$ cat src/hw/rtl/cam_pkg.sv
package cam_pkg;

  // Default sizes of the label tables and of the counters.
  localparam int DEF_MAX_LABELS = 64;
  localparam int DEF_COUNT_BITS = 20;

  // Fraction bits of the fixed-point log2.
  localparam int LOG_FRAC = 24;

  // Result status codes.
  localparam logic [1:0] ST_OK     = 2'd0;
  localparam logic [1:0] ST_LABELS = 2'd1;
  localparam logic [1:0] ST_ZERO   = 2'd2;
  localparam logic [1:0] ST_OVF    = 2'd3;

  // One point: a pair of labels and the end-of-set mark.
  typedef struct packed {
    logic signed [31:0] label_a;
    logic signed [31:0] label_b;
    logic               last_point;
  } in_item_t;

  // One result: both metrics in signed Q2.30 and a status.
  typedef struct packed {
    logic signed [31:0] ari;
    logic signed [31:0] nmi;
    logic [1:0]         status;
  } out_item_t;

endpackage

$ cat src/hw/rtl/cam_mul.sv
// Sequential 64x64 multiplier: one 32x32 partial product per cycle,
// each registered before it is added into the 128-bit sum.
module cam_mul import cam_pkg::*; (
  input  logic         clk,
  input  logic         rst_n,
  input  logic         start,
  input  logic [63:0]  a,
  input  logic [63:0]  b,
  output logic         done,
  output logic [127:0] prod
);

  logic [63:0]  a_r, b_r;
  logic [1:0]   cnt_r;
  logic         run_r;
  logic [63:0]  pp_r;
  logic [1:0]   sh_r;
  logic         pv_r;
  logic [127:0] acc_r;
  logic         done_r;
  logic [31:0]  pa, pb;
  logic [127:0] pp_sh;

  // Operand halves for the current partial product.
  assign pa = cnt_r[1] ? a_r[63:32] : a_r[31:0];
  assign pb = cnt_r[0] ? b_r[63:32] : b_r[31:0];

  // Place the registered partial product at its weight.
  always_comb begin
    case (sh_r)
      2'd0:    pp_sh = {64'd0, pp_r};
      2'd3:    pp_sh = {pp_r, 64'd0};
      default: pp_sh = {32'd0, pp_r, 32'd0};
    endcase
  end

  // Control.
  always_ff @(posedge clk) begin
    if (!rst_n) begin
      run_r  <= 1'b0;
      pv_r   <= 1'b0;
      done_r <= 1'b0;
      cnt_r  <= 2'd0;
    end else begin
      done_r <= pv_r && (sh_r == 2'd3);
      pv_r   <= run_r;
      if (start) begin
        run_r <= 1'b1;
        cnt_r <= 2'd0;
      end else if (run_r) begin
        cnt_r <= cnt_r + 2'd1;
        if (cnt_r == 2'd3) begin
          run_r <= 1'b0;
        end
      end
    end
  end

  // Datapath.
  always_ff @(posedge clk) begin
    if (start) begin
      a_r   <= a;
      b_r   <= b;
      acc_r <= '0;
    end else if (pv_r) begin
      acc_r <= acc_r + pp_sh;
    end
    pp_r <= pa * pb;
    sh_r <= cnt_r;
  end

  assign done = done_r;
  assign prod = acc_r;

endmodule

$ cat config.mk
export PLATFORM = sky130hd
export DESIGN_NAME = cam_mul
export DESIGN_NICKNAME = d
export VERILOG_FILES = /design/src/hw/rtl/cam_pkg.sv /design/src/hw/rtl/cam_mul.sv
export SDC_FILE = /design/constraint.sdc
export NUM_CORES = 2
export LEC_CHECK = 0
export BUFFER_PORTS_ARGS = -buffer_cell sky130_fd_sc_hd__buf_2
export CAP_MARGIN = 20
export CORE_UTILIZATION = 41
export CTS_CLUSTER_SIZE = 16
export DETAILED_ROUTE_END_ITERATION = 8
export GPL_ROUTABILITY_DRIVEN = 1
export PLACE_DENSITY_LB_ADDON = 0.2
export SLEW_MARGIN = 20
export SYNTH_ARGS = -nofsm -noshare
export SYNTH_HDL_FRONTEND = slang
export SYNTH_SLANG_ARGS = --single-unit
export TNS_END_PERCENT = 20
$ cat constraint.sdc
create_clock -name clk -period 8.9 [get_ports clk]
set_input_delay 1.335 -clock clk [delete_from_list [all_inputs] [get_ports clk]]
set_output_delay 1.335 -clock clk [all_outputs]
set_load 0.005 [all_outputs]
======== Word level (Yosys, flattened, before mapping) ========
Cells that the tools add are included.
operators by class
  reduce and logical (&&, ||, !) cells .... 3
  bitwise logic cells ..................... 1
  multiplexer cells ....................... 6
  $mul .................................... 1
  equality and inequality tests ........... 2
  add/subtract/negate cells ............... 2
operators with widths
  cell                 number
  $pmux 128 s2         1
  $add 128x128->128    1
  $mul 32x32->64       1
  $mux 32              2
  $eq 2x2->1 const B   2
  $mux 1               3
  $add 2x1->2 const B  1
  $logic_not 2->1      1
  $reduce_or 2->1      1
  $logic_and 1x1->1    1
  $not 1->1            1
word-level totals
  output and inout bits ................... 129
  input bits .............................. 131
  flip-flop bits (word level) ............. 327

======== Logic depth before layout (Yosys ltp) ========
  depth after elaboration ................. 4
  mapped depth ............................ 34
  depth with buffers taken out ............ 30

======== Worst setup path after synthesis ========
OpenSTA, ideal clock, no wires.
  path kind ............................... register to register
  start ................................... reg cnt_r[1]
  end ..................................... reg pp_r[62]
  required time ........................... 8.788 ns
  arrival time ............................ 8.578 ns
  setup slack ............................. 0.210 ns
  clock period less this slack ............ 8.690 ns
  path buffers ............................ 4
  cell stages (with the launch flop) ...... 31
  library setup time ...................... 0.112 ns
  cells stage by stage .................... dfxtp_1 -> clkbuf_1 -> clkbuf_1 -> mux2i_1 -> clkbuf_1 -> nor2_1 -> fa_1 -> fa_1 -> inv_1 -> fa_1 -> fa_1 -> inv_1 -> fa_1 -> fa_1 -> fa_1 -> inv_1 -> fa_1 -> inv_1 -> ha_1 -> clkbuf_1 -> a21o_1 -> a21oi_1 -> o21bai_1 -> a31oi_1 -> o21ai_0 -> a221o_1 -> a21oi_1 -> o21ai_1 -> a221o_1 -> mux2i_1 -> a2111oi_1
between the ends
  longest elaborated chain between the ends .. 2
RTL lines
  element                 RTL line       source
  start, declared         cam_mul.sv:14  logic [1:0] cnt_r;
  start signal, assigned  cam_mul.sv:51  cnt_r <= cnt_r + 2'd1;
  $mux 32                 cam_mul.sv:25  assign pa = cnt_r[1] ? a_r[63:32] : a_r[31:0];
  $mul 32x32->64          cam_mul.sv:68  pp_r <= pa * pb;
  end signal, assigned    cam_mul.sv:68
  end, declared           cam_mul.sv:16  logic [63:0] pp_r;
No other way between the ends.
A chain may end at the register's enable or synchronous reset.

======== Final worst setup path ========
  start ................................... reg cnt_r[1]
  end ..................................... reg pp_r[59]
The elaborated chain is that of the path after synthesis.

==> metrics.csv <==
stage,metric,value,unit
outcome,outcome,completed,
floorplan,Site Rows,130,
yosys,post-synthesis adder-cell area fraction,43.7,%
job,max-cap violation count,0,
yosys,post-synth top area share,34.3,%
finish,most frequent cells in the layout,"901 x inv_1, 897 x fa_1, 785 x nor2_1",
yosys,#FFs+latches synth,327,
setup_path,Critical Path RT,9430,ps
finish,# fillers,12356,
yosys,compound-cell area share of the yosys netlist,10.7,%
grt,initial antenna violation count,9,
placed_design,Final GP Congestion,0.973,
yosys,main combinational cell family by area after synthesis,adder cells,
finish,Post-Route Utilization,46.0,%
setup_path,CP Class,reg -> reg,
detailed_routing,Post-route DRC,0,
yosys,asr flop ratio synth,0,%
yosys,"Primary FF master, synth",dfxtp_1,
detailed_routing,met3 WL,18.5,mm
yosys,Synth Cell Area,52300,sq um
floorplan,starting density of the core,41.5,%
placed_design,port bufs,259,
yosys,Cells after Synth,5938,
timing,Final Hold Viols,0,
setup_path,"Data arrival, critical path",9070,ps
finish,ANT cells,0,
worst_hold_path,worst hold path type,reg -> reg,
finish,non-filler cells in the finished layout,7811,
timing,Total Neg Setup Slack,0,ps
clocking,"Reg clk slew, reported paths",60,ps
clocking,H-Tree Level Count,2,
setup_path,element type at the critical path end,flip-flop,
detailed_routing,First-pass DRT Iterations,6,
finish,final net count,7551,
timing,Final setup viols,0,
setup_path,Buf/Inv on CP,10,
detailed_routing,via count,43444,
setup_path,Top delay family on crit path,adder cells,
detailed_routing,Metal-1 WL,83.1,mm
timing,post-route clock period utilization,96.0,%
setup_path,slowest CP cell,fa_1,
clocking,clock sink total,327,
clocking,# hold bufs at CTS,0,
yosys,Post-Syn Area per Cell,8.81,sq um
yosys,yosys warns,0,
finish,"commonest non-fill, non-tap cell in the layout",inv_1,
timing,worst-margin pin slew,1170,ps
detailed_routing,top sig layer,met5,
timing,f_max,0.117,GHz
floorplan,die footprint,129000,sq um
yosys,post-synthesis mux area share,3.63,%
detailed_routing,initial DRC count,4240,
setup_path,"Largest stage delay, worst path",560,ps
setup_path,Worst Path Max Fanout,19,
placed_design,placed cell count,7735,
clocking,total CTS buffers,41,
timing,WHS,479,ps
grt,wire length of the first global-routing pass,292,mm
yosys,simple-gate share of the synthesized area,15.4,%
floorplan,DIE WIDTH,359,um
detailed_routing,metal2 WL,86.5,mm
timing,final critical-path required period,8540,ps
detailed_routing,drt wl/cell,25.5,um
detailed_routing,Via-to-Cell Ratio,5.56,
yosys,sequential share of the synthesized area,15.0,%
yosys,"EDFF count, synth",128,
clocking,CTS tree,done,
grt,vias in the first global route,43971,
detailed_routing,DRT antenna net count,0,
yosys,post-synthesis xor/xnor area fraction,2.78,%
finish,"Area growth, synth to finish",10.9,%
grt,Total Routing Usage GR,30.7,%
grt,grt total ovfl,0,
grt,largest net degree at the start of global routing,81,
timing,"Slew Viols, Final",0,
placed_design,hpwl dp,163,mm
setup_path,Critical Path Source Type,flip-flop,
yosys,"top cells by area, synth","fa_1 34%, ha_1 9.4%, dfxtp_1 7.6%, edfxtp_1 7.3%, inv_1 6.5%",
timing,clock skew,45.8,ps
yosys,syn_nets,7359,
finish,share of cells above drive strength 1,11.1,%
floorplan,core footprint,126000,sq um
clocking,Clock Path Buffers,3,
timing,relative slew slack,21.2,%
detailed_routing,drt total wl,199,mm
timing,RSZ-0062 raised after global routing,false,
setup_path,most frequent CP cell,fa_1,
floorplan,I/O pin total,260,
clocking,root buf cell,clkbuf_16,
clocking,insertion delay to the later sink of the worst-skew pair,660,ps
floorplan,Die Y,359,um
yosys,Unique masters post-synth,93,
yosys,leading area contributor after synthesis,fa_1,
logic make-up (layout without fill, tap and decap cells):
kind of cell,after synthesis,count (layout)
flops,327,327
xor+xnor,166,166
mux,182,182
fa+ha+maj,1290,1290
buf+inv,1211,1434
simple gates,1892,1892
compound gates,870,870
worst min-delay path, stage by stage, from the launching register on:
cell     delay, ps
dfxtp_1        320
nand2_1         50
o21ai_0         60
flip-flops by register name (all words and copies together) (netlist names):
| signal | count |
|---|---|
| done | 1 |
| a_r | 64 |
| run_r | 1 |
| prod | 128 |
| cnt_r | 2 |
| sh_r | 2 |
| pp_r | 64 |
| b_r | 64 |
| pv_r | 1 |
cell type report:
type | count | area, sq um | share of cell area (%)
Multi-Input combinational cell | 4400 | 40100 | 69.2
Sequential cell | 327 | 7840 | 13.5
Inverter | 902 | 3390 | 5.84
Timing Repair Buffer | 458 | 3100 | 5.34
Tap cell | 1650 | 2060 | 3.56
Clock buffer | 49 | 1100 | 1.89
Clock inverter | 25 | 400 | 0.690
path summary, 6_finish.rpt:
path / startpoint / end / slack (ps) / depth (start not counted)
setup / recovery: cnt_r[1] / pp_r[59] / 360 / 31
hold / removal: prod[123] / prod[123] / 480 / 2
setup reg to reg: cnt_r[1] / pp_r[59] / 360 / 31
hold reg to reg: prod[123] / prod[123] / 480 / 2
cells in the mapped netlist (13+ instances only):
master,number
o31ai_1,17
edfxtp_1,128
nor3_1,43
a31oi_1,22
mux2_2,62
o21bai_1,54
nor2_1,786
or3_1,13
clkbuf_1,248
nor2b_1,21
dfxtp_1,199
nand4_1,84
mux2i_1,119
xnor2_1,99
nand2_1,722
ha_1,393
nand3_1,47
a211oi_1,22
and2_1,80
o21ai_0,194
and3_1,25
nand2b_1,20
buf_1,18
fa_1,897
xor2_1,67
buf_2,33
a22o_1,34
inv_1,901
a21oi_1,265
o21a_1,26
a21o_1,123
timing repair:
| action | 4_1_cts | 5_1_grt |
|---|---|---|
| endpoints found under the hold margin | 0 | 0 |
| endpoints found under the setup margin | 0 | 7 |
| setup buffers | 0 | 2 |
| gates resized for setup | 0 | 7 |
metal layers:
layer / vias to the layer above / global-route usage, %
li1: 19336 / -
met1: 21541 / 41.5
met2: 2156 / 47.1
met3: 403 / 6.17
met4: 8 / 14.2
met5: - / 0
per-stage QoR:
stage          setup slack, ps  instance area, sq um
6_report                   357                 58000
5_1_grt                   7.42                 58000
4_1_cts                   56.4                 58000
3_5_place_dp              80.9                 56500
3_3_place_gp               287                 56500
2_1_floorplan              210                 52300
Power is not shown: default switching activity piles up to over one toggle a cycle in this logic, so the estimate is an artifact.
