<file path="config.mk">
export PLATFORM = sky130hd
export DESIGN_NAME = cam_div
export DESIGN_NICKNAME = d
export VERILOG_FILES = /design/src/hw/rtl/cam_pkg.sv /design/src/hw/rtl/cam_div.sv
export SDC_FILE = /design/constraint.sdc
export NUM_CORES = 1
export LEC_CHECK = 0
export ABC_AREA = 1
export BUFFER_PORTS_ARGS = -buffer_cell sky130_fd_sc_hd__buf_2
export CORE_MARGIN = 1.5
export CORE_UTILIZATION = 35
export DETAILED_ROUTE_END_ITERATION = 10
export HOLD_SLACK_MARGIN = 0.05
export PLACE_DENSITY = 0.51
export SYNTH_ARGS = -nofsm -noshare
export SYNTH_HDL_FRONTEND = slang
export SYNTH_SLANG_ARGS = --single-unit
</file>
<file path="constraint.sdc">
create_clock -name clk -period 7.25 [get_ports clk]
set_clock_uncertainty 0.05 [all_clocks]
set_input_delay 0.3625 -clock clk [delete_from_list [all_inputs] [get_ports clk]]
set_output_delay 0.3625 -clock clk [all_outputs]
set_load 0.1 [all_outputs]
</file>
<file path="src/hw/rtl/cam_pkg.sv">
package cam_pkg;

  // Default sizes of the label tables and of the counters.
  localparam int DEF_MAX_LABELS = 64;
  localparam int DEF_COUNT_BITS = 20;

  // Fraction bits of the fixed-point log2.
  localparam int LOG_FRAC = 24;

  // Result status codes.
  localparam logic [1:0] ST_OK     = 2'd0;
  localparam logic [1:0] ST_LABELS = 2'd1;
  localparam logic [1:0] ST_ZERO   = 2'd2;
  localparam logic [1:0] ST_OVF    = 2'd3;

  // One point: a pair of labels and the end-of-set mark.
  typedef struct packed {
    logic signed [31:0] label_a;
    logic signed [31:0] label_b;
    logic               last_point;
  } in_item_t;

  // One result: both metrics in signed Q2.30 and a status.
  typedef struct packed {
    logic signed [31:0] ari;
    logic signed [31:0] nmi;
    logic [1:0]         status;
  } out_item_t;

endpackage

</file>
<file path="src/hw/rtl/cam_div.sv">
// Restoring divider for a Q2.30 quotient: 32 quotient bits one per cycle,
// then round half away from zero, saturate and apply the sign.
module cam_div import cam_pkg::*; (
  input  logic         clk,
  input  logic         rst_n,
  input  logic         start,
  input  logic [127:0] mag,
  input  logic [127:0] den,
  input  logic         neg,
  output logic         done,
  output logic [31:0]  quo
);

  logic [127:0] rem_r, den_r, r_sh;
  logic [31:0]  q_r, q_nx, u_r, quo_r;
  logic [5:0]   cnt_r;
  logic         run_r, rnd_r, neg_r, done_r, ge;
  logic [32:0]  q_up;

  // One quotient digit: shift the remainder except on the first step.
  assign r_sh = (cnt_r == 6'd0) ? rem_r : {rem_r[126:0], 1'b0};
  assign ge   = r_sh >= den_r;
  assign q_nx = {q_r[30:0], ge};
  assign q_up = ({1'b0, q_nx} + 33'd1) >> 1;

  always_ff @(posedge clk) begin
    if (!rst_n) begin
      run_r  <= 1'b0;
      rnd_r  <= 1'b0;
      done_r <= 1'b0;
    end else begin
      done_r <= 1'b0;
      if (start) begin
        rem_r <= mag;
        den_r <= den;
        neg_r <= neg;
        q_r   <= '0;
        cnt_r <= '0;
        // A quotient of two or more saturates at once.
        if (mag >= {den[126:0], 1'b0}) begin
          u_r   <= 32'h8000_0000;
          rnd_r <= 1'b1;
        end else begin
          run_r <= 1'b1;
        end
      end else if (run_r) begin
        rem_r <= ge ? r_sh - den_r : r_sh;
        q_r   <= q_nx;
        cnt_r <= cnt_r + 6'd1;
        if (cnt_r == 6'd31) begin
          run_r <= 1'b0;
          u_r   <= q_up[31:0];
          rnd_r <= 1'b1;
        end
      end else if (rnd_r) begin
        rnd_r  <= 1'b0;
        done_r <= 1'b1;
        if (!neg_r && u_r[31]) begin
          quo_r <= 32'h7FFF_FFFF;
        end else if (neg_r) begin
          quo_r <= 32'd0 - u_r;
        end else begin
          quo_r <= u_r;
        end
      end
    end
  end

  assign done = done_r;
  assign quo  = quo_r;

endmodule

</file>
-- After elaboration in Yosys (flattened, before gate mapping)
Index checks and enable logic that the tools add are counted.
- $add $sub $neg: 4
- equality and inequality tests: 4
- bitwise gates (word level): 3
- $lt $le $gt $ge: 2
- shift operators: 0
- mux-type cells: 20
- reductions and logical operators: 11
- $mul: 0
- div/mod/pow operators: 0
- operator list (kind ; count):
    128-bit 2-to-1 mux ; 4
    128-bit greater-or-equal comparator ; 2
    32-bit 2-to-1 mux ; 5
    128-bit subtractor ; 1
    32-bit by 1-bit adder with 33-bit output (second input constant) ; 1
    1-bit by 32-bit subtractor with 32-bit output (first input constant) ; 1
    31-bit 2-to-1 mux ; 1
    1-bit 2-to-1 mux ; 9
    4-bit AND reduction ; 2
    6-bit by 1-bit adder with 6-bit output (second input constant) ; 1
    6-bit by 5-bit == test with 1-bit output (second input constant) ; 1
    6-bit logical NOT ; 1
    6-bit 2-to-1 mux ; 1
    2-bit AND reduction ; 3
    2-bit nonzero test ; 2
    3-bit by 2-bit inequality test with 1-bit output (second input constant) ; 1
    1-bit inverter ; 3
    3-bit OR reduction ; 1
    2-bit by 1-bit inequality test with 1-bit output (second input constant) ; 1
    2-bit inequality test (second input constant) ; 1
    1-bit logical AND ; 1
    1-bit logical NOT ; 1
- latch bits: 0
- memories: 0
- memory bits (read-only): 0
- output and inout port bits: 33
- RAM bits: 0
- register bits: 361
- input bits: 260
- word-level logic and storage cells: 54

-- Longest topological paths before layout
- word-level depth: 7
- mapped depth: 39

-- Worst setup path before layout
No wires, ideal clock.
- kind: input-to-reg
- from: input port start
- to: register u_r[0], enable pin
- required time: 6.813 ns
- arrival time: 5.154 ns
- setup slack: 1.659 ns
- stages: 7
- cell sequence: clkbuf_1 > nor2_1 > inv_1 > nand2_1 > inv_1 > nand3_1 > inv_1
- longest elaborated chain between the ends: 2
- elaborated cells between the ends (all ways): 4
- classes of those cells: eq/ne: 1; reduce/logical: 3
- ends and longest elaborated chain (what ; line ; source):
    start, declared ; cam_div.sv:6 ; input logic start,
    2-bit by 1-bit inequality test with 1-bit output (no line) or 2-bit nonzero test (tied branches) ; n/a ;
    4-bit AND reduction (no line) * ; n/a ;
    end signal, assigned ; cam_div.sv:52 ; u_r <= q_up[31:0];
    end, declared ; cam_div.sv:15 ; logic [31:0] q_r, q_nx, u_r, quo_r;
Every way passes the cells marked *; elsewhere a longest branch is shown, timed or not.
A chain may end at the register's enable or synchronous reset.

-- Worst setup path in the final report
- from: register cnt_r[0]
- to: register u_r[29], data pin
- longest elaborated chain between the ends: 7
- ends and longest elaborated chain (what ; line ; source):
    start, declared ; cam_div.sv:16 ; logic [5:0] cnt_r;
    start signal, assigned ; cam_div.sv:49 ; cnt_r <= cnt_r + 6'd1;
    6-bit logical NOT ; cam_div.sv:21 ; assign r_sh = (cnt_r == 6'd0) ? rem_r : {rem_r[126:0], 1'b0};
    128-bit 2-to-1 mux ; cam_div.sv:21 ;
    128-bit greater-or-equal comparator ; cam_div.sv:22 ; assign ge = r_sh >= den_r;
    32-bit by 1-bit adder with 33-bit output ; cam_div.sv:24 ; assign q_up = ({1'b0, q_nx} + 33'd1) >> 1;
    32-bit 2-to-1 mux ; cam_div.sv:50 ; if (cnt_r == 6'd31) begin
    32-bit 2-to-1 mux ; cam_div.sv:46 ; end else if (run_r) begin
    32-bit 2-to-1 mux ; cam_div.sv:33 ; if (start) begin
Every way passes these cells. The select of a mux whose other input is x is not followed.

==> impl_results.md <==
- Clk root buf: clkbuf_16
- Max clock buf depth: 3
- VDD IR max: 0.149 mV
- Layout cells sized above 1: 8.25%
- Switching part of the total: 39.6%
- Post-Syn Nets: 5214
- WL met1: 62200 µm
- Vias: 32504
- P_sw: 3.02 mW
- Post-CTS resize count: 0
- Met3 WL: 7390 µm
- Synthesis-to-layout area growth: 20.0%
- WS Path Type: reg -> reg
- CTS tree: built
- Synthesized area: 31900 µm²
- Worst path max stage delay: 0.75 ns
- Starting DRT DRC Count: 2800
- IO Pins: 293
- Finish-stage setup viols: 0
- Filler cell count: 9571
- Top cells by area, synth: edfxtp_1 34%, nand2_1 15%, ha_1 10%
- CP max FO: 95
- Min-Delay Path Class: in -> reg
- Initial antenna violation count: 3
- Crit share post-route: 88.6%
- DR DRC count: 0
- Mean Syn Cell Area: 6.80 µm²
- Sequential fraction of the synthesis area: 33.8%
- WP data required: 7.56 ns
- Post-DP HPWL: 107000 µm
- Clock Latency Late Sink: 0.62 ns
- Crit path capture type: register
- LEAKAGE: 17.3 nW
- Antenna-violating nets left: 0
- Fmax: 156 MHz
- Clock tree sinks: 361
- Seq pwr share: 33.7%
- Min Tclk post-route: 6.42 ns
- Vias per inst: 5.08
- Startpoint Class: register
- RSZ-0062 raised after global routing: no
- Clock transition at path regs: 0.06 ns
- H-tree level count: 2
- First-pass GRT wire length: 195000 µm
- Ys async rst share: 0%
- Worst rel slew slack: 19.8%
- Remaining global-route overflow: 0
- Post-synth top area share: 33.7%
- Die Ht: 305 µm
- Starting Density: 35.4%
- Total track usage: 27.5%
- Pins over their slew limit: 0
- Routability cong.: 0.987
- Num CTS Buffers: 44
- Most frequent cells in the layout: 1273 x nand2_1, 777 x inv_1, 542 x nor2_1
- Sum Neg Setup Slack: 0 ns
- Worst path top cell family by delay: simple AND/OR/NAND/NOR gates
- Pin count of the biggest net entering global routing: 96
- Cells after synthesis: 4694
- Cell taking the most area after synthesis: edfxtp_1
- Area of the core: 90100 µm²
- WL met2: 57200 µm
- Die Wd: 305 µm
- Yosys warns: 0
- Buf/Inv on CP: 4
- CP max stage cell: buf_4
- Final Hold Vio Count: 0
- Vias in the first global route: 31924
- Die footprint: 93100 µm²
- Port bufs: 292
- Drt pass-1 iters: 6
- Yosys reg bits: 361
- Routed length per instance: 20.2 µm
- Top_reg_cell synth: edfxtp_1
- Status: finished clean
- Crit-path most repeated cell: nand2_1
- EDFF count, synth: 358
- Netlist cell types: 57
- P_int: 4.60 mW
- Uppermost layer routed: met5
- Gate power share: 37.9%
- Most common cell after layout, fill and taps aside: nand2_1
- Worst slew pin tran: 1.19 ns
- CP Data Arrival Time: 6.73 ns
- Drt total wl: 129000 µm
- WHS: 0.0667 ns
- Max_cap viols: 0
- FP Rows: 110
- Clock share of power: 28.3%
- Final #Nets: 5709
- PwrDens: 199 nW/µm²
-- routing by layer --
| layer | vias up | global-route usage [%] |
|---|---|---|
| li1 | 16354 | - |
| met1 | 15086 | 39.6 |
| met2 | 934 | 44.2 |
| met3 | 128 | 3.09 |
| met4 | 2 | 5.37 |
| met5 | - | 0 |
-- registers in the layout (all words and copies together), names as in the netlist --
| register | flops |
|---|---|
| q_r | 31 |
| den_r | 128 |
| cnt_r | 6 |
| done | 1 |
| run_r | 1 |
| rnd_r | 1 |
| neg_r | 1 |
| u_r | 32 |
| quo | 32 |
| rem_r | 128 |
-- worst reg2reg max path, delay by kind of cell (launching register included) --
family | cells | cell delay, ns
buf+inv | 4 | 1.44
fa+ha+maj | 3 | 0.79
compound gates | 3 | 0.51
flops | 1 | 0.39
simple gates | 24 | 3.01
-- power by group through the flow --
stage	logic [mW]	registers (mW)	clock network, mW
detailed placement	2.74	2.61	0
CTS	2.84	2.57	2.21
global placement	2.73	2.61	0
global route	3.18	2.59	2.30
finish	2.89	2.57	2.16
floorplan	1.75	2.62	0
-- timing repair --
item                      in CTS  in global routing
hold buffers                 228                  0
hold endpoints to repair     229                  0
setup buffers                  0                  0
-- metrics by stage --
step	utilization (%)	power [mW]	setup slack, ns	instances	area, µm²
2_1_floorplan	-	4.37	1.66	4694	31900
3_3_place_gp	38.5	5.35	1.09	6091	34700
3_5_place_dp	38.5	5.35	0.925	6091	34700
4_1_cts	42.5	7.63	0.892	6399	38300
5_1_grt	42.5	8.06	0.204	6399	38300
6_report	42.5	7.62	0.829	6400	38300
-- Yosys cell counts (2+ instances only) --
cell,instances
clkbuf_1,62
or2_2,12
nor3_1,55
nor2_1,544
o211ai_1,6
xor2_1,36
nand3_2,2
o21a_1,30
nand3b_1,9
nand4_1,46
o21ai_1,107
nand2_1,1273
a21oi_1,387
buf_2,13
nor4_1,16
inv_2,9
a211oi_1,5
nand3_1,167
nor2_2,13
o21bai_1,32
o31ai_1,4
nand2_2,6
a21boi_0,3
a31oi_1,46
xnor2_1,30
nor3_2,2
edfxtp_1,358
o21ai_0,324
nor2_4,2
inv_1,779
a21o_1,13
buf_4,10
ha_1,259
buf_6,4
buf_1,6
dfxtp_1,3
-- cell type report --
type                    count  area [µm²]  share of cell area [%]
well taps                1176        1470                    3.84
repair buffers            545        3950                    10.3
flip-flops and latches    361       10800                    28.2
multi-input cells        3448       17700                    46.3
clock buffers              58        1150                    3.01
inverters                 789        2970                    7.76
clock inverters            22         209                   0.545
diodes                      1        2.50                 0.00653
-- worst paths after layout --
check	start	slack [ns]	to	depth (start not counted)
max	cnt_r[0]	0.83	u_r[29]	34
min	mag[66]	0.07	rem_r[66]	3
min reg2reg	rnd_r	0.43	rnd_r	2
max reg2reg	cnt_r[0]	0.83	u_r[29]	34
-- kinds of logic (layout without fill, tap and decap cells) --
kind of cell / count (synthesis) / after routing / synth area share [%]
xor+xnor: 66 / 66 / 1.81
buf+inv: 885 / 1414 / 10.7
other cells: 0 / 1 / 0
simple gates: 2155 / 2155 / 27.3
flops: 361 / 361 / 33.8
fa+ha+maj: 260 / 260 / 10.2
mux: 2 / 2 / 0.0666
compound gates: 965 / 965 / 16.1
(Power assumes the default switching activity.)
